### src/design/patch_slot_residency_cache_top_macros.svh
// ---------------------------------------------------------------------------
// Assertion macros for the patch slot residency cache
// Shared helpers that tie every check to the block clock and reset.
// ---------------------------------------------------------------------------
`ifndef PATCH_SLOT_RESIDENCY_CACHE_TOP_MACROS_SVH
`define PATCH_SLOT_RESIDENCY_CACHE_TOP_MACROS_SVH

// Same-cycle implication, ignored while reset is high.
`define PSRC_ASSERT_NOW(label, ante, cons, msg) \
   label: assert property (@(posedge clock) disable iff (reset) (ante) |-> (cons)) \
      else $error(msg);

// Next-cycle implication, ignored while reset is high.
`define PSRC_ASSERT_NEXT(label, ante, cons, msg) \
   label: assert property (@(posedge clock) disable iff (reset) (ante) |=> (cons)) \
      else $error(msg);

`endif

### src/design/psrc_pkg.sv
`timescale 1ns / 1ps
// ---------------------------------------------------------------------------
// Patch slot residency cache package
// Beat types, codes and the records that travel along the cell chains.
// ---------------------------------------------------------------------------
package psrc_pkg;

   localparam int TIERS_DEF   = 4;
   localparam int SLOTS_DEF   = 16;
   localparam int PENDING_DEF = 16;

   // Widths that cover the largest legal table sizes (64 slots, 64 pending entries).
   localparam int IDX_W   = 6;
   localparam int COUNT_W = 7;

   localparam logic [31:0] TIMEOUT_RESET = 32'd60;

   typedef enum logic [1:0] {
      K_SYNC = 2'd0,
      K_ASYNC = 2'd1,
      K_BAKE = 2'd2,
      K_TICK = 2'd3
   } kind_type;

   typedef enum logic [2:0] {
      ST_HIT = 3'd0,
      ST_FILLED = 3'd1,
      ST_ISSUED = 3'd2,
      ST_PENDING = 3'd3,
      ST_REFUSED = 3'd4,
      ST_BAD_TIER = 3'd5,
      ST_TICK_DONE = 3'd6
   } status_type;

   typedef enum logic [1:0] {
      S_IDLE,
      S_WALK,
      S_APPLY
   } state_type;

   typedef struct packed {
      logic [1:0]  kind;
      logic [2:0]  tier;
      logic [63:0] lookup_key;
      logic        queue_accepts;
   } req_type;

   typedef struct packed {
      logic [2:0] status;
      logic [3:0] slot;
      logic [4:0] resident_count;
   } rsp_type;

   typedef struct packed {
      logic               hit;
      logic [IDX_W-1:0]   hit_idx;
      logic               empty;
      logic [IDX_W-1:0]   empty_idx;
      logic [31:0]        min_stamp;
      logic [IDX_W-1:0]   min_idx;
      logic [COUNT_W-1:0] count;
   } slot_rec_type;

   typedef struct packed {
      logic             found;
      logic [IDX_W-1:0] idx;
      logic             expired;
      logic             free;
      logic [IDX_W-1:0] free_idx;
   } pend_rec_type;

endpackage

### src/design/psrc_slot_cell.sv
`timescale 1ns / 1ps
// ---------------------------------------------------------------------------
// Slot cell
// Holds one slot position for every tier and folds it into the search record.
// ---------------------------------------------------------------------------
module psrc_slot_cell #(
   parameter int TIERS = psrc_pkg::TIERS_DEF,
   parameter int INDEX = 0
) (
   input  logic                  clock,
   input  logic                  reset,
   input  logic [((TIERS > 1) ? $clog2(TIERS) : 1)-1:0] tier_idx,
   input  logic                  tier_ok,
   input  logic [63:0]           key,
   input  psrc_pkg::slot_rec_type rec_i,
   output psrc_pkg::slot_rec_type rec_o,
   input  logic                  touch_en,
   input  logic                  fill_en,
   input  logic [31:0]           stamp
);
   import psrc_pkg::*;

   logic        valid_ff [TIERS];
   logic [63:0] key_ff   [TIERS];
   logic [31:0] stamp_ff [TIERS];

   logic         v;
   slot_rec_type rec_in;
   slot_rec_type rec_ff;

   assign v = tier_ok && valid_ff[tier_idx];

   always_comb begin
      rec_in = rec_i;
      if (v && (key_ff[tier_idx] == key) && !rec_i.hit) begin
         rec_in.hit     = 1'b1;
         rec_in.hit_idx = IDX_W'(INDEX);
      end
      if (!v && !rec_i.empty) begin
         rec_in.empty     = 1'b1;
         rec_in.empty_idx = IDX_W'(INDEX);
      end
      // Strict compare keeps the earliest slot on equal stamps.
      if (stamp_ff[tier_idx] < rec_i.min_stamp) begin
         rec_in.min_stamp = stamp_ff[tier_idx];
         rec_in.min_idx   = IDX_W'(INDEX);
      end
      rec_in.count = rec_i.count + COUNT_W'(v);
   end

   always_ff @(posedge clock) begin
      rec_ff <= rec_in;
      if (reset) begin
         for (int t = 0; t < TIERS; t++) begin
            valid_ff[t] <= 1'b0;
         end
      end else if (fill_en) begin
         valid_ff[tier_idx] <= 1'b1;
      end
      if (fill_en) begin
         key_ff[tier_idx] <= key;
      end
      if (fill_en || touch_en) begin
         stamp_ff[tier_idx] <= stamp;
      end
   end

   assign rec_o = rec_ff;

endmodule

### config.mk
export PLATFORM = sky130hd
export DESIGN_NAME = psrc_slot_cell
export DESIGN_NICKNAME = d
export VERILOG_FILES = /design/src/design/patch_slot_residency_cache_top_macros.svh /design/src/design/psrc_pkg.sv /design/src/design/psrc_slot_cell.sv
export SDC_FILE = /design/constraint.sdc
export NUM_CORES = 1
export LEC_CHECK = 0
export BUFFER_PORTS_ARGS = -buffer_cell sky130_fd_sc_hd__buf_4
export CAP_MARGIN = 20
export CORE_UTILIZATION = 55
export CTS_CLUSTER_SIZE = 30
export DETAILED_ROUTE_END_ITERATION = 7
export GPL_TIMING_DRIVEN = 0
export PLACE_DENSITY = 0.77
export SETUP_SLACK_MARGIN = 0.3
export SYNTH_ARGS = -nofsm -noshare
export SYNTH_HDL_FRONTEND = slang
export SYNTH_SLANG_ARGS = --single-unit
### constraint.sdc
create_clock -name clock -period 5.85 [get_ports clock]
set_input_delay 1.4625 -clock clock [delete_from_list [all_inputs] [get_ports clock]]
set_output_delay 1.4625 -clock clock [all_outputs]
set_load 0.03 [all_outputs]
; Yosys cells after proc, flatten, opt, wreduce, memory -nomap -nowiden
; Memories as Yosys holds them, arrays and structs flattened.
; Index checks and enable logic that the tools add are counted.
[totals]
register_bits = 59
ramBits = 388
inputBits = 162
output_inout_bits = 59
word_cells = 34
mem_count = 3
[classes]
add_sub_neg = 1
n_lt_le_gt_ge = 1
eq_ne = 1
muxes = 12
reduce_logical = 9
[memory_table]
columns = name, depth, width, read_ports, rd_clocked_by_memory_dff, write_ports, line_no
row1 = key_ff, 4, 64, 1, 0, 1, psrc_slot_cell.sv:24  ; logic [63:0] key_ff [TIERS];
row2 = stamp_ff, 4, 32, 1, 0, 1, psrc_slot_cell.sv:25  ; logic [31:0] stamp_ff [TIERS];
row3 = valid_ff, 4, 1, 1, 0, 4, psrc_slot_cell.sv:23  ; logic valid_ff [TIERS];
[op_table]
columns = op, n
row1 = 64-bit equality test, 1
row2 = 38-bit 2-to-1 mux, 1
row3 = 32-bit < comparator, 1
row4 = 1-bit 2-to-1 mux, 10
row5 = 7-bit by 1-bit adder with 7-bit output, 1
row6 = 1-bit logical AND, 4
row7 = 1-bit zero test, 3
row8 = 2-bit 2-to-1 mux, 1
row9 = 1-bit logical OR, 1
row10 = 1-bit OR reduction, 1

; Logic depth before layout (Yosys ltp)
[logic_depth]
depth_word = 5
ltp_mapped = 15
mapped_depth_nobuf = 9

; Least setup slack after synthesis
; No wires, ideal clock.
[synth_path]
path_kind = input to register
startpoint = input tier_idx[1] (netlist name)
endpoint = memory stamp_ff[3][0], enable pin
setup_ps = 461
arrival_ps = 4885
required_time_ps = 5389
setup_slack_ps = 504
path_stages = 6
n_path_buf = 4
path_cell_list = buf_2 -> buf_2 -> buf_1 -> clkbuf_1 -> inv_1 -> nor3_1
[synth_lines]
columns = element, line_no
row1 = "start, declared", psrc_slot_cell.sv:12  ; input logic [((TIERS > 1) ? $clog2(TIERS) : 1)-1:0] tier_idx,
row2 = "end, declared", psrc_slot_cell.sv:25
; No word-level cell before the write port.

==> results_dict.tcl <==
set metrics [dict create \
    syn_inst 887 \
    path_cells "buf_2 > buf_2 > buf_2 > clkbuf_1 > mux4_2 > ha_1 > nor4_1 > nor2_1 > a21oi_1 > o211ai_1 > o31ai_1 > clkbuf_4 > buf_4 > mux2_2" \
    dpl_worst_slack_ns -0.5060 \
    stdcell_area_um2 21400 \
    r2r-end "rec_o[33]" \
    critical_path_class "primary input to flip-flop" \
    timing.final.crit_share_pct 90.47 \
    tightest_slew_ns 0.7776 \
    synth-edff-count 388 \
    slew-limit-headroom_pct 47.69 \
    die_x_um 180.3 \
    grt_pass1_wl_um 53270 \
    synth_commonest_cells "388 x edfxtp_1, 91 x mux4_2, 59 x dfxtp_1" \
    fill_cells 1975 \
    hold_ws_ns 0.7129 \
    synthXorXnorAreaFrac_pct 3.305 \
    vias 8994 \
    end_kind "flip-flop" \
    initial_core_util_pct 56.58 \
    numCtsBuffers 46 \
    max_freq_ghz 0.1889 \
    placed_cells 1513 \
    cp-start-kind "primary input" \
    post_dp_cell_area_um2 19870 \
    totalWireLength_um 34270 \
    muxShareOfSynthArea_pct 14.59 \
    globalRouteOverflowTotal 0 \
    rows 64 \
    min_to "rec_o[29]" \
    outcome "completed" \
    die-area_um2 32510 \
    cellPowerDensity_nw_per_um2 351.6 \
    maxSlewViolCount 0 \
    final_hold_viol_count 0 \
    syn_area_per_cell_um2 19.72 \
    slowest_stage "clkbuf_1" \
    cts_tree "done" \
    r2r_cells 11 \
    grtUsageTotal_pct 21.57 \
    nets 1360 \
    yosysWarningCount 0 \
    rsz0062_at_grt "no" \
    port_buffers 218 \
    min_path_type "flip-flop to flip-flop" \
    routed_via_density 5.625 \
    fin_cells 1599 \
    reg2reg_slack_ns 2.26 \
    die_y_um 180.3 \
    slowest_delay_ns 0.49 \
    drtIter0Drc 594 \
    ir_drop_v 0.0003333 \
    drc 0 \
    final_core_util_pct 69.23 \
    hold_start "stamp_ff[2][16]" \
    wl_per_cell_um 21.43 \
    cts_setup_buffers 0 \
    yosys.cell_count.top_type "edfxtp_1" \
    r2r_start "stamp_ff[3][5]" \
    fin_skew_ns 0.02582 \
    antenna_left 0 \
    required_ns 6.26 \
    clock_sinks 447 \
    clk_pin_slew_worst_paths_ns 0.06 \
    synthSimpleGateAreaFrac_pct 2.955 \
    crit_arrival_ns 5.70 \
    yosysUniqueCellTypes 39 \
    root_buffer "clkbuf_16" \
    min_path_cells 2 \
    antenna_found_initial 2 \
    synth-adder-area-share_pct 2.361 \
    ys_ff_latch 447 \
    synth_top_family_by_area "multiplexers" \
    power.leakage_uw 0.007810 \
    gp_congestion 0.7624 \
    syn_area_um2 17490 \
    synth-seq-area-share_pct 73.38 \
    synth-compound-area-share_pct 1.581 \
    grt_max_degree 54 \
    hpwlAfterDp_um 22880 \
    synth_ff_type "edfxtp_1" \
    synth.net_count 1082 \
    setup_ws_ns 0.5574 \
    htreeDepth 2 \
    setup_viol 0 \
    io_pins 221 \
    synthToLayoutAreaGrowth_pct 22.37 \
    synthArstFlopShare_pct 0 \
    grt_pass1_vias 9519 \
    clockBufferDepth 3 \
    crit_fanout 10 \
    drv_cap 0 \
    synth_area_leader_cell "edfxtp_1" \
    critPathLaunch "tier_idx[1]" \
    clkLatencyLatePin_ns 0.54 \
    layout-drive-gt1-share_pct 38.05 \
    drt_first_pass_iters 5 \
    synth_top_area_share_pct 66.62 \
    coreArea_um2 30910 \
    netlist_top_cells_area "edfxtp_1 67%, mux4_2 12%, dfxtp_1 6.8%" \
    timing.critical_path.mode_cell "buf_2" \
    fin_crit_ns 5.293 \
]
[layout by cell type (no fill, tap or decap), types with 9 or more instances in the layout]
cell type	count
a21o_1	9
a21oi_1	10
buf_2	10
buf_4	224
clkbuf_1	17
clkbuf_16	47
dfxtp_1	59
edfxtp_1	388
ha_1	33
inv_1	43
mux2_2	33
mux2i_1	13
mux4_2	91
nand4_1	21
nor2_1	16
nor2b_1	13
xnor2_1	56
xor2_1	10
[worst max-delay path, delay by kind of cell]
kind / cells / cell delay [ns]
adders and majority gates: 1 / 0.31
and+or+nand+nor: 2 / 0.34
muxes: 2 / 0.78
AOI/OAI and AO/OA: 3 / 0.74
buffers and inverters: 6 / 2.07
[cell type report]
cell class                 instances  area, um^2  area share (%)
clock buffer                      67        1291           6.034
inverter                          43       161.4          0.7543
buffer                            28       172.7          0.8069
antenna                            2       5.005         0.02339
timing repair buffer             230        1843           8.613
clock inverter                    17       217.7           1.017
tap                              396       495.5           2.315
sequential                       447       12830           59.97
multi-input combinational        369        4380           20.47
[power breakdown]
group | total, uW | internal [uW] | switching [uW]
clock network | 2900 | 1750 | 1150
registers | 3740 | 3690 | 52.6
logic | 881 | 414 | 467
total | 7520 | 5860 | 1670
[worst max-delay path by stage]
stage | endpoint | slack [ns] | cells after the start
2_1_floorplan | stamp_ff[3][0] | 0.50 | 6
3_3_place_gp | stamp_ff[3][12] | -1.87 | 6
3_5_place_dp | rec_o[34] | -0.51 | 15
4_1_cts | rec_o[33] | 0.35 | 15
5_1_grt | rec_o[33] | 0.30 | 14
6_report | rec_o[33] | 0.56 | 14
[state kept, by name (all words and copies together), names as in the netlist]
signal	count
key_ff	256
stamp_ff	128
rec_o	59
valid_ff	4
[routing by layer]
layer	vias up	wire length [um]	track usage, %
li1	4090	-	-
met1	4550	14420	28.48
met2	290	16760	36.14
met3	64	2186	4.669
met4	0	906	6.632
met5	-	0	0
[metrics by stage]
step / setup TNS [ns] / power (uW)
2_1_floorplan: 0 / 4334
3_3_place_gp: -222.96 / 4663
3_5_place_dp: -12.36 / 4697
4_1_cts: 0 / 7593
5_1_grt: 0 / 7788
6_report: 0 / 7525
[cells by family after synthesis]
kind of cell    Yosys count
simple gates             92
mux                     137
flops                   447
fa+ha+maj                33
buf+inv                  71
xor+xnor                 66
compound gates           41
[repair_timing]
action	4_1_cts	5_1_grt
cloned	0	0
setup endpoints to repair	32	14
hold buffers	0	0
resized for setup	3	5
No activity file was read; power rests on OpenSTA's default activity.
