[src/design/patch_slot_residency_cache_top_macros.svh]
// ---------------------------------------------------------------------------
// Assertion macros for the patch slot residency cache
// Shared helpers that tie every check to the block clock and reset.
// ---------------------------------------------------------------------------
`ifndef PATCH_SLOT_RESIDENCY_CACHE_TOP_MACROS_SVH
`define PATCH_SLOT_RESIDENCY_CACHE_TOP_MACROS_SVH

// Same-cycle implication, ignored while reset is high.
`define PSRC_ASSERT_NOW(label, ante, cons, msg) \
   label: assert property (@(posedge clock) disable iff (reset) (ante) |-> (cons)) \
      else $error(msg);

// Next-cycle implication, ignored while reset is high.
`define PSRC_ASSERT_NEXT(label, ante, cons, msg) \
   label: assert property (@(posedge clock) disable iff (reset) (ante) |=> (cons)) \
      else $error(msg);

`endif

[src/design/psrc_pkg.sv]
`timescale 1ns / 1ps
// ---------------------------------------------------------------------------
// Patch slot residency cache package
// Beat types, codes and the records that travel along the cell chains.
// ---------------------------------------------------------------------------
package psrc_pkg;

   localparam int TIERS_DEF   = 4;
   localparam int SLOTS_DEF   = 16;
   localparam int PENDING_DEF = 16;

   // Widths that cover the largest legal table sizes (64 slots, 64 pending entries).
   localparam int IDX_W   = 6;
   localparam int COUNT_W = 7;

   localparam logic [31:0] TIMEOUT_RESET = 32'd60;

   typedef enum logic [1:0] {
      K_SYNC = 2'd0,
      K_ASYNC = 2'd1,
      K_BAKE = 2'd2,
      K_TICK = 2'd3
   } kind_type;

   typedef enum logic [2:0] {
      ST_HIT = 3'd0,
      ST_FILLED = 3'd1,
      ST_ISSUED = 3'd2,
      ST_PENDING = 3'd3,
      ST_REFUSED = 3'd4,
      ST_BAD_TIER = 3'd5,
      ST_TICK_DONE = 3'd6
   } status_type;

   typedef enum logic [1:0] {
      S_IDLE,
      S_WALK,
      S_APPLY
   } state_type;

   typedef struct packed {
      logic [1:0]  kind;
      logic [2:0]  tier;
      logic [63:0] lookup_key;
      logic        queue_accepts;
   } req_type;

   typedef struct packed {
      logic [2:0] status;
      logic [3:0] slot;
      logic [4:0] resident_count;
   } rsp_type;

   typedef struct packed {
      logic               hit;
      logic [IDX_W-1:0]   hit_idx;
      logic               empty;
      logic [IDX_W-1:0]   empty_idx;
      logic [31:0]        min_stamp;
      logic [IDX_W-1:0]   min_idx;
      logic [COUNT_W-1:0] count;
   } slot_rec_type;

   typedef struct packed {
      logic             found;
      logic [IDX_W-1:0] idx;
      logic             expired;
      logic             free;
      logic [IDX_W-1:0] free_idx;
   } pend_rec_type;

endpackage

[src/design/psrc_pend_cell.sv]
`timescale 1ns / 1ps
// ---------------------------------------------------------------------------
// Pending cell
// Holds one in-flight bake request and folds it into the pending record.
// ---------------------------------------------------------------------------
module psrc_pend_cell #(
   parameter int INDEX = 0
) (
   input  logic                   clock,
   input  logic                   reset,
   input  logic [2:0]             tier,
   input  logic [63:0]            key,
   input  logic [31:0]            frame,
   input  logic [31:0]            timeout,
   input  psrc_pkg::pend_rec_type rec_i,
   output psrc_pkg::pend_rec_type rec_o,
   input  logic                   clear_en,
   input  logic                   mark_en
);
   import psrc_pkg::*;

   logic        used_ff;
   logic [2:0]  tier_ff;
   logic [63:0] key_ff;
   logic [31:0] mark_ff;

   logic         first;
   logic         expired;
   logic [31:0]  age;
   pend_rec_type rec_in;
   pend_rec_type rec_ff;

   assign age     = frame - mark_ff;
   assign expired = age > timeout;
   assign first   = used_ff && (tier_ff == tier) && (key_ff == key) && !rec_i.found;

   always_comb begin
      rec_in = rec_i;
      if (first) begin
         rec_in.found   = 1'b1;
         rec_in.idx     = IDX_W'(INDEX);
         rec_in.expired = expired;
      end
      // An expired first match counts as free, since it is released before a new mark.
      if ((!used_ff || (first && expired)) && !rec_i.free) begin
         rec_in.free     = 1'b1;
         rec_in.free_idx = IDX_W'(INDEX);
      end
   end

   always_ff @(posedge clock) begin
      rec_ff <= rec_in;
      if (reset) begin
         used_ff <= 1'b0;
      end else if (mark_en) begin
         used_ff <= 1'b1;
      end else if (clear_en) begin
         used_ff <= 1'b0;
      end
      if (mark_en) begin
         tier_ff <= tier;
         key_ff  <= key;
         mark_ff <= frame;
      end
   end

   assign rec_o = rec_ff;

endmodule

[config.mk]
export PLATFORM = sky130hd
export DESIGN_NAME = psrc_pend_cell
export DESIGN_NICKNAME = d
export VERILOG_FILES = /design/src/design/patch_slot_residency_cache_top_macros.svh /design/src/design/psrc_pkg.sv /design/src/design/psrc_pend_cell.sv
export SDC_FILE = /design/constraint.sdc
export NUM_CORES = 1
export LEC_CHECK = 0
export BUFFER_PORTS_ARGS = -buffer_cell sky130_fd_sc_hd__buf_2
export CELL_PAD_IN_SITES_DETAIL_PLACEMENT = 1
export CELL_PAD_IN_SITES_GLOBAL_PLACEMENT = 2
export CORE_MARGIN = 8
export CORE_UTILIZATION = 30
export CTS_CLUSTER_SIZE = 28
export DETAILED_ROUTE_END_ITERATION = 7
export PLACE_DENSITY_LB_ADDON = 0.3
export SETUP_SLACK_MARGIN = 0.2
export SLEW_MARGIN = 5
export SYNTH_ARGS = -nofsm -noshare
export SYNTH_HDL_FRONTEND = slang
export SYNTH_SLANG_ARGS = --single-unit
[constraint.sdc]
create_clock -name clock -period 9.2 [get_ports clock]
set_clock_uncertainty 0.05 [all_clocks]
set_input_delay 1.84 -clock clock [delete_from_list [all_inputs] [get_ports clock]]
set_output_delay 1.84 -clock clock [all_outputs]
set_load 0.01 [all_outputs]
# After elaboration in Yosys (flattened, before gate mapping)
# Cells that the tools add are included.
op_classes:
  magnitude_cmp: 1
  n_mux: 3
  eq_ne: 2
  reduce_logical: 10
  add_sub_neg: 1
ops:
  columns: ["op", "count"]
  rows:
  - ["$eq A64 B64 Y1", 1]
  - ["$gt A32 B32 Y1", 1]
  - ["$sub A32 B32 Y32", 1]
  - ["$logic_and A1 B1 Y1", 5]
  - ["$eq A3 B3 Y1", 1]
  - ["$logic_not A1 Y1", 3]
  - ["$mux W1", 3]
  - ["$reduce_bool A2 Y1", 1]
  - ["$logic_or A1 B1 Y1", 1]
word_totals:
  input_bits: 150
  ff_bits: 115
  out_inout_bits: 15
  wordCells: 26

# Longest topological paths before layout
# Gate-level depths: netlist (run 1).
logic_depth:
  depth_word: 7
  mapped_depth: 20
  mapped_depth_nobuf: 20

# Worst setup path after synthesis (run 1)
# Ideal clock, no wire load.
synth_timing:
  path_type: "input to register"
  start: "input frame[0]"
  end: "register rec_ff, in the netlist rec_o[0]"
  t_arrival_ns: 5.357
  setup_time_ns: 0.131
  t_required_ns: 9.019
  n_path_buf: 0
  cell_stages: 18
  path_slack_ns: 3.661
  path_cell_list: "inv_1 ha_1 inv_1 fa_1 a21oi_2 o211ai_4 a2111oi_4 nor2_2 a211oi_2 o41ai_2 a221oi_2 xnor2_1 ha_1 nand4_1 nor4_1 o21ai_0 a2111oi_4 nor2_1"
synth_between:
  elab_chain_len: 5
synth_lines:
  columns: ["element", "line", "source"]
  rows:
  - ["start, declared", "psrc_pend_cell.sv:13", "input logic [31:0] frame,"]
  - ["$sub A32 B32 Y32", "psrc_pend_cell.sv:33", "assign age = frame - mark_ff;"]
  - ["$gt A32 B32 Y1", "psrc_pend_cell.sv:34", "assign expired = age > timeout;"]
  - ["$logic_and A1 B1 Y1", "psrc_pend_cell.sv:45", "if ((!used_ff || (first && expired)) && !rec_i.free) begin"]
  - ["$logic_or A1 B1 Y1", "psrc_pend_cell.sv:45", null]
  - ["$logic_and A1 B1 Y1", "psrc_pend_cell.sv:45", null]
  - ["end signal, assigned", "psrc_pend_cell.sv:52", "rec_ff <= rec_in;"]
  - ["end, declared", "psrc_pend_cell.sv:31", "pend_rec_type rec_ff;"]
# No other way between the ends.
# A chain may end at the register's enable or synchronous reset.

# Final worst setup path (run 1)
layout_timing:
  start: "input frame[0]"
  end: "register rec_ff, in the netlist rec_o[5]"
# The elaborated chain is that of the path after synthesis.

==> results of run 1 <==
==> sequential cells by signal, indices dropped and copies added (netlist names) <==
signal   flops
key_ff      64
mark_ff     32
rec_o       15
tier_ff      3
used_ff      1
==> through the flow <==
stage / utilization / area (sq um) / hold slack (ns) / power (W)
6_report: 0.382 / 8980 / 0.414 / 0.00166
5_1_grt: 0.382 / 8980 / 0.440 / 0.00177
4_1_cts: 0.382 / 8980 / 0.414 / 0.00169
3_5_place_dp: 0.358 / 8390 / 0.393 / 0.00102
3_3_place_gp: 0.358 / 8390 / 0.387 / 0.00101
2_1_floorplan: - / 7170 / 0.350 / 0.000887
==> placed cells by master (no fill, tap or decap), drive strengths merged, types with 2 or more instances in the layout <==
cell type and count:
buf 165, edfxtp 99, inv 97, ha 63
xnor2 57, nand2 48, a21oi 36, nand4 29
nor2 28, nand2b 27, nor2b 25, a21o 23
clkbuf 18, dfxtp 16, o21ai 16, nor4 14
nand3 11, xor2 10, nor3 8, a211oi 8
clkinv 7, o21a 6, or3 6, or2 6
o21bai 5, o22ai 5, a2111oi 5, o2111ai 4
a22o 4, and3 3, and2 3, o221ai 2
o31a 2, nand3b 2, bufinv 2, nor4b 2
==> power groups by stage <==
stage	sequential, W	combinational [W]	clock, W
floorplan	0.000635	0.000252	0
global placement	0.000635	0.000376	0
detailed placement	0.000637	0.000380	0
CTS	0.000626	0.000384	0.000685
global route	0.000631	0.000429	0.000708
finish	0.000626	0.000376	0.000661
==> layer usage <==
metal	up-vias	share of wire	wire, microns
met3	13	0.066	1320
met2	148	0.45	8990
met1	2690	0.48	9650
met4	0	0.0091	183
li1	2805	-	-
met5	-	0	0
==> worst max-delay path: stages <==
cell and delay, ns:
buf_2 0.10, inv_1 0.05, ha_1 0.15, inv_1 0.05, fa_1 0.41, a21oi_2 0.23
o211ai_4 0.14, a2111oi_4 0.41, nor2_2 0.12, a211oi_2 0.26, o41ai_2 0.15, a221oi_2 0.28
xnor2_1 0.10, ha_1 0.30, nand4_1 0.12, nor4_1 0.71, o21ai_0 0.37, a2111oi_4 0.59
nor2_1 0.10
==> worst min-delay path by stage <==
stage,cells past startpoint,slack [ns],start,endpoint
2_1_floorplan,1,0.35,used_ff,rec_o[6]
3_3_place_gp,1,0.39,used_ff,rec_o[6]
3_5_place_dp,1,0.39,used_ff,rec_o[6]
4_1_cts,1,0.41,used_ff,rec_o[6]
5_1_grt,1,0.44,used_ff,rec_o[6]
6_report,1,0.41,used_ff,rec_o[6]
==> kinds of logic (layout without fill, tap and decap cells) <==
family	count (synthesis)	count (layout)	synth area share
simple gates	216	216	0.168
compound gates	124	124	0.127
flops	115	115	0.459
buf+inv	95	290	0.0497
xor+xnor	67	67	0.0818
fa+ha+maj	64	64	0.113
mux	1	1	0.00140
==> final cells by class <==
cell class / instances / area [sq um]
fill: 2691 / 14500
multi-input combinational: 472 / 3520
sequential: 115 / 3290
timing repair buffer: 165 / 831
clock buffer: 18 / 429
tap: 319 / 399
inverter: 93 / 349
clock inverter: 14 / 153
==> out/metrics.cfg, run 1 <==
[pwr]
combinationalPowerShare = 0.226
seqPwrFrac = 0.376
p_int_w = 0.00118
p_leak_nw = 4.01
p_sw_frac = 0.290
power_switching_w = 0.000481
power_density_nw_per_um2 = 185
vdd_drop_max_mv = 0.0957
pwr-share-clk = 0.397

[drt]
first_pass_iters = 4
drt_iter0_markers = 201
wire_per_inst_microns = 16.8
via_count = 5656
viasPerCell = 4.73
route.detailed.drc = 0
drtAntennaViolNets = 0
wirelength_microns = 20100

[yosys]
synthMostInstantiatedCell = edfxtp_1
synth_area_leader_cell = edfxtp_1
yosys_warnings = 0
async_flop_share = 0
synth.area.top_cells = edfxtp_1, ha_1, xnor2_1
synthTopCellsByCount = edfxtp_1, inv_1, ha_1
synth_area_sq_um = 7170
ys_ff_latch = 115
synth_cells = 682
synth_edf_count = 99
yosysSeqAreaShare = 0.459
syn_nets = 896
avgSynthCellArea_sq_um = 10.5
synth_ff_type = edfxtp_1
synth_cell_types = 60
synth_top_area_frac = 0.415

[sta]
period_share = 0.679
rsz0062_at_grt = false
fmax_mhz = 160
worst_slack_ns = 2.95
hold_viol = 0
setup_viol = 0
fin_crit_ns = 6.25
fin_tns_setup_ns = 0
maxSlewHeadroom = 0.466
drv_slew = 0
tightestPinTransition_ns = 0.801

[grt]
busiest_layer = met2
overflow = 0
gr-usage-met2 = 0.221
grt_max_degree = 60
grt_pass1_vias = 6125
track_usage = 0.140
grtUsageMet3 = 0.0380
met1_usage = 0.187
grt_pass1_wl_microns = 32100
antenna_found_initial = 0

[critical_path]
cp_data_required_time_ns = 9.43
rr_worst_depth = 17
cp-start-kind = input port
r2r_end = rec_o[5]
crit_path_end_kind = flip-flop
crit_path_max_fanout = 6
startpoint = frame[0]
crit_path_end = rec_o[5]
cp.arrival_ns = 6.48
reg2reg_slack_ns = 4.21
crit_type = input port to flip-flop
r2r_start = mark_ff[0]

[die]
placeableCoreArea_sq_um = 23500
die-height_microns = 171
io_pins = 165
dieArea_sq_um = 29100
row_count = 56
start_util = 0.306
fp.dieW_microns = 171

[cts]
cts_setup_buffers = 0
cts_resized = 0
htree_levels = 4
cts.sinks = 115
cts_made_buffers = 17
clk_pin_slew_ns = 0.06
cts-root-buf = clkbuf_16
cts_buffer_depth = 2
cts_tree = done
clock_latency_ns = 0.41
ctsHoldBuffers = 0

[layout]
nets = 1078
area_growth_syn_to_layout_pct = 25.2
post_layout_nonfiller_instances = 1196
drive_gt1_frac = 0.254
antenna_cells = 0

[place]
dp_hpwl_microns = 16300
numPortBuffers = 164
place.gp.congestion = 0.773
placed_cells = 1164
post-place-ws_ns = 2.61

[min_path]
hp-class = flip-flop to flip-flop

[run]
cap_violations = 0

[status]
status = finished clean

Note: power is estimated with default switching activity, not from simulation.
==> inputs of run 2 (changes only) <==
==> constraint.sdc (replaced) <==
create_clock -name clock -period 6.4 [get_ports clock]
set_clock_uncertainty 0.05 [all_clocks]
set_input_delay 1.28 -clock clock [delete_from_list [all_inputs] [get_ports clock]]
set_output_delay 1.28 -clock clock [all_outputs]
set_load 0.01 [all_outputs]
==> out/metrics.cfg, run 2 (same netlist as run 1, synthesis figures left out) <==
[sta]
fin_crit_ns = 5.21
maxSlewHeadroom = 0.511  ; was 0.466
drv_slew = 0  ; unchanged
fmax_mhz = 192
rsz0062_at_grt = false  ; unchanged
fin_tns_setup_ns = 0  ; unchanged
setup_viol = 0  ; unchanged
tightestPinTransition_ns = 0.733  ; was 0.801 ns
hold_viol = 0  ; unchanged
period_share = 0.815

[place]
numPortBuffers = 164  ; unchanged
place.gp.congestion = 0.773  ; about the same
placed_cells = 1166  ; was 1164
place_area_sq_um = 8410  ; was 8390 sq um
dp_hpwl_microns = 16200  ; was 16300 microns

[critical_path]
crit_path_end_kind = flip-flop  ; unchanged
crit_path_max_fanout = 6  ; unchanged
cp-start-kind = input port  ; unchanged
cp_data_required_time_ns = 6.62  ; was 9.43 ns
cp.arrival_ns = 5.44  ; was 6.48 ns
crit_type = input port to flip-flop  ; unchanged

[die]
dieArea_sq_um = 29100  ; unchanged
die-height_microns = 171  ; unchanged
io_pins = 165  ; unchanged
start_util = 0.306  ; unchanged
row_count = 56  ; unchanged
placeableCoreArea_sq_um = 23500  ; unchanged
fp.dieW_microns = 171  ; unchanged

[layout]
nets = 1080  ; was 1078
multiInputGateArea_sq_um = 3520  ; unchanged
ff_latch_area_sq_um = 3290  ; unchanged
largest_register = key_ff  ; unchanged
most-common-layout-cells = buf_2, edfxtp_1, inv_1  ; unchanged
post_layout_nonfiller_instances = 1198  ; was 1196
final_common_cell = buf_2  ; unchanged
largest_reg_flops = 64  ; unchanged
area_growth_syn_to_layout_pct = 25.7  ; was 25.2%
fillers = 2689  ; was 2691
drive_gt1_frac = 0.256  ; was 0.254
finalInstanceArea_sq_um = 9020  ; was 8980 sq um
antenna_cells = 0  ; unchanged

[cts]
cts_setup_buffers = 0  ; unchanged
cts.sinks = 115  ; unchanged
cts_resized = 0  ; unchanged
clock_latency_ns = 0.42  ; was 0.41 ns
cts-root-buf = clkbuf_16  ; unchanged
cts_buffer_depth = 2  ; unchanged
htree_levels = 4  ; unchanged
cts_made_buffers = 17  ; unchanged
ctsHoldBuffers = 0  ; unchanged
cts_tree = done  ; unchanged
clk_pin_slew_ns = 0.06  ; about the same

[grt]
antenna_found_initial = 0  ; unchanged
grt_max_degree = 57  ; was 60
track_usage = 0.141  ; was 0.140
overflow = 0  ; unchanged
grt_pass1_vias = 6049  ; was 6125
grt_pass1_wl_microns = 32000  ; was 32100 microns

[pwr]
p_leak_nw = 4.02  ; was 4.01 nW
power_density_nw_per_um2 = 270  ; was 185 nW/um^2
vdd_drop_max_mv = 0.139  ; was 0.0957 mV

[drt]
first_pass_iters = 6  ; was 4
viasPerCell = 4.64  ; was 4.73
route.detailed.drc = 0  ; unchanged
wire_per_inst_microns = 16.8  ; about the same
via_count = 5554  ; was 5656
drtAntennaViolNets = 0  ; unchanged
wirelength_microns = 20100  ; about the same
drt_iter0_markers = 156  ; was 201

[min_path]
hp-class = flip-flop to flip-flop  ; unchanged

[status]
status = finished clean  ; unchanged

[run]
cap_violations = 0  ; unchanged

[run 2: changes by cell type in the layout (fill, tap and decap cells not counted)]
cell,delta
buf_4,+2
inv_6,-1
clkinvlp_4,+2
clkinv_2,-2
bufinv_16,+1
[run 2: worst paths after layout]
| kind | depth (start not counted) | from | end | slack [ns] |
|---|---|---|---|---|
| max | 20 | frame[0] | rec_o[2] | 1.19 |
| min | 1 | used_ff | rec_o[6] | 0.43 |
| max reg2reg | 18 | mark_ff[0] | rec_o[2] | 1.87 |
| min reg2reg | 1 | used_ff | rec_o[6] | 0.43 |
[run 2: through the flow]
stage / power (W) / hold WS, ns / utilization / setup WS [ns]
after global placement: 0.00145 / 0.387 / 0.358 / 0.834
after CTS: 0.00248 / 0.436 / 0.384 / 1.17
after global routing: 0.00258 / 0.452 / 0.384 / 0.821
after detailed placement: 0.00146 / 0.400 / 0.358 / 0.776
final: 0.00244 / 0.429 / 0.384 / 1.19
after floorplan: 0.00127 / 0.350 / - / 1.42
[run 2: report_power, final]
part | switching (W) | internal [W] | total (W)
clock | 0.000383 | 0.000618 | 0.00100
sequential | 0.0000219 | 0.000878 | 0.000900
combinational | 0.000296 | 0.000243 | 0.000539
total | 0.000701 | 0.00174 | 0.00244
[run 2: per-layer routing]
metal / global-route usage / share of wire
met5: 0 / 0
met4: 0.0389 / 0.011
met3: 0.0355 / 0.052
met2: 0.220 / 0.45
met1: 0.189 / 0.49
[run 2: area by class of cell]
class	instances	share of cell area
clock inverters	14	0.0198
repair buffers	167	0.0938
clock buffers	18	0.0476
flip-flops and latches	115	0.365
well taps	319	0.0443
inverters	93	0.0387
multi-input cells	472	0.391
[run 2: critical path: stages]
cell and delay (ns):
buf_2 0.10, inv_1 0.05, ha_1 0.15, inv_1 0.05, fa_1 0.41, a21oi_2 0.24
o211ai_4 0.15, a2111oi_4 0.38, nor2_2 0.12, a211oi_2 0.25, o41ai_2 0.14, a221oi_2 0.26
xnor2_1 0.10, ha_1 0.29, nand4_1 0.12, nor4_1 0.32, buf_4 0.18, o21ai_0 0.17
a2111oi_4 0.56, nor2_1 0.10
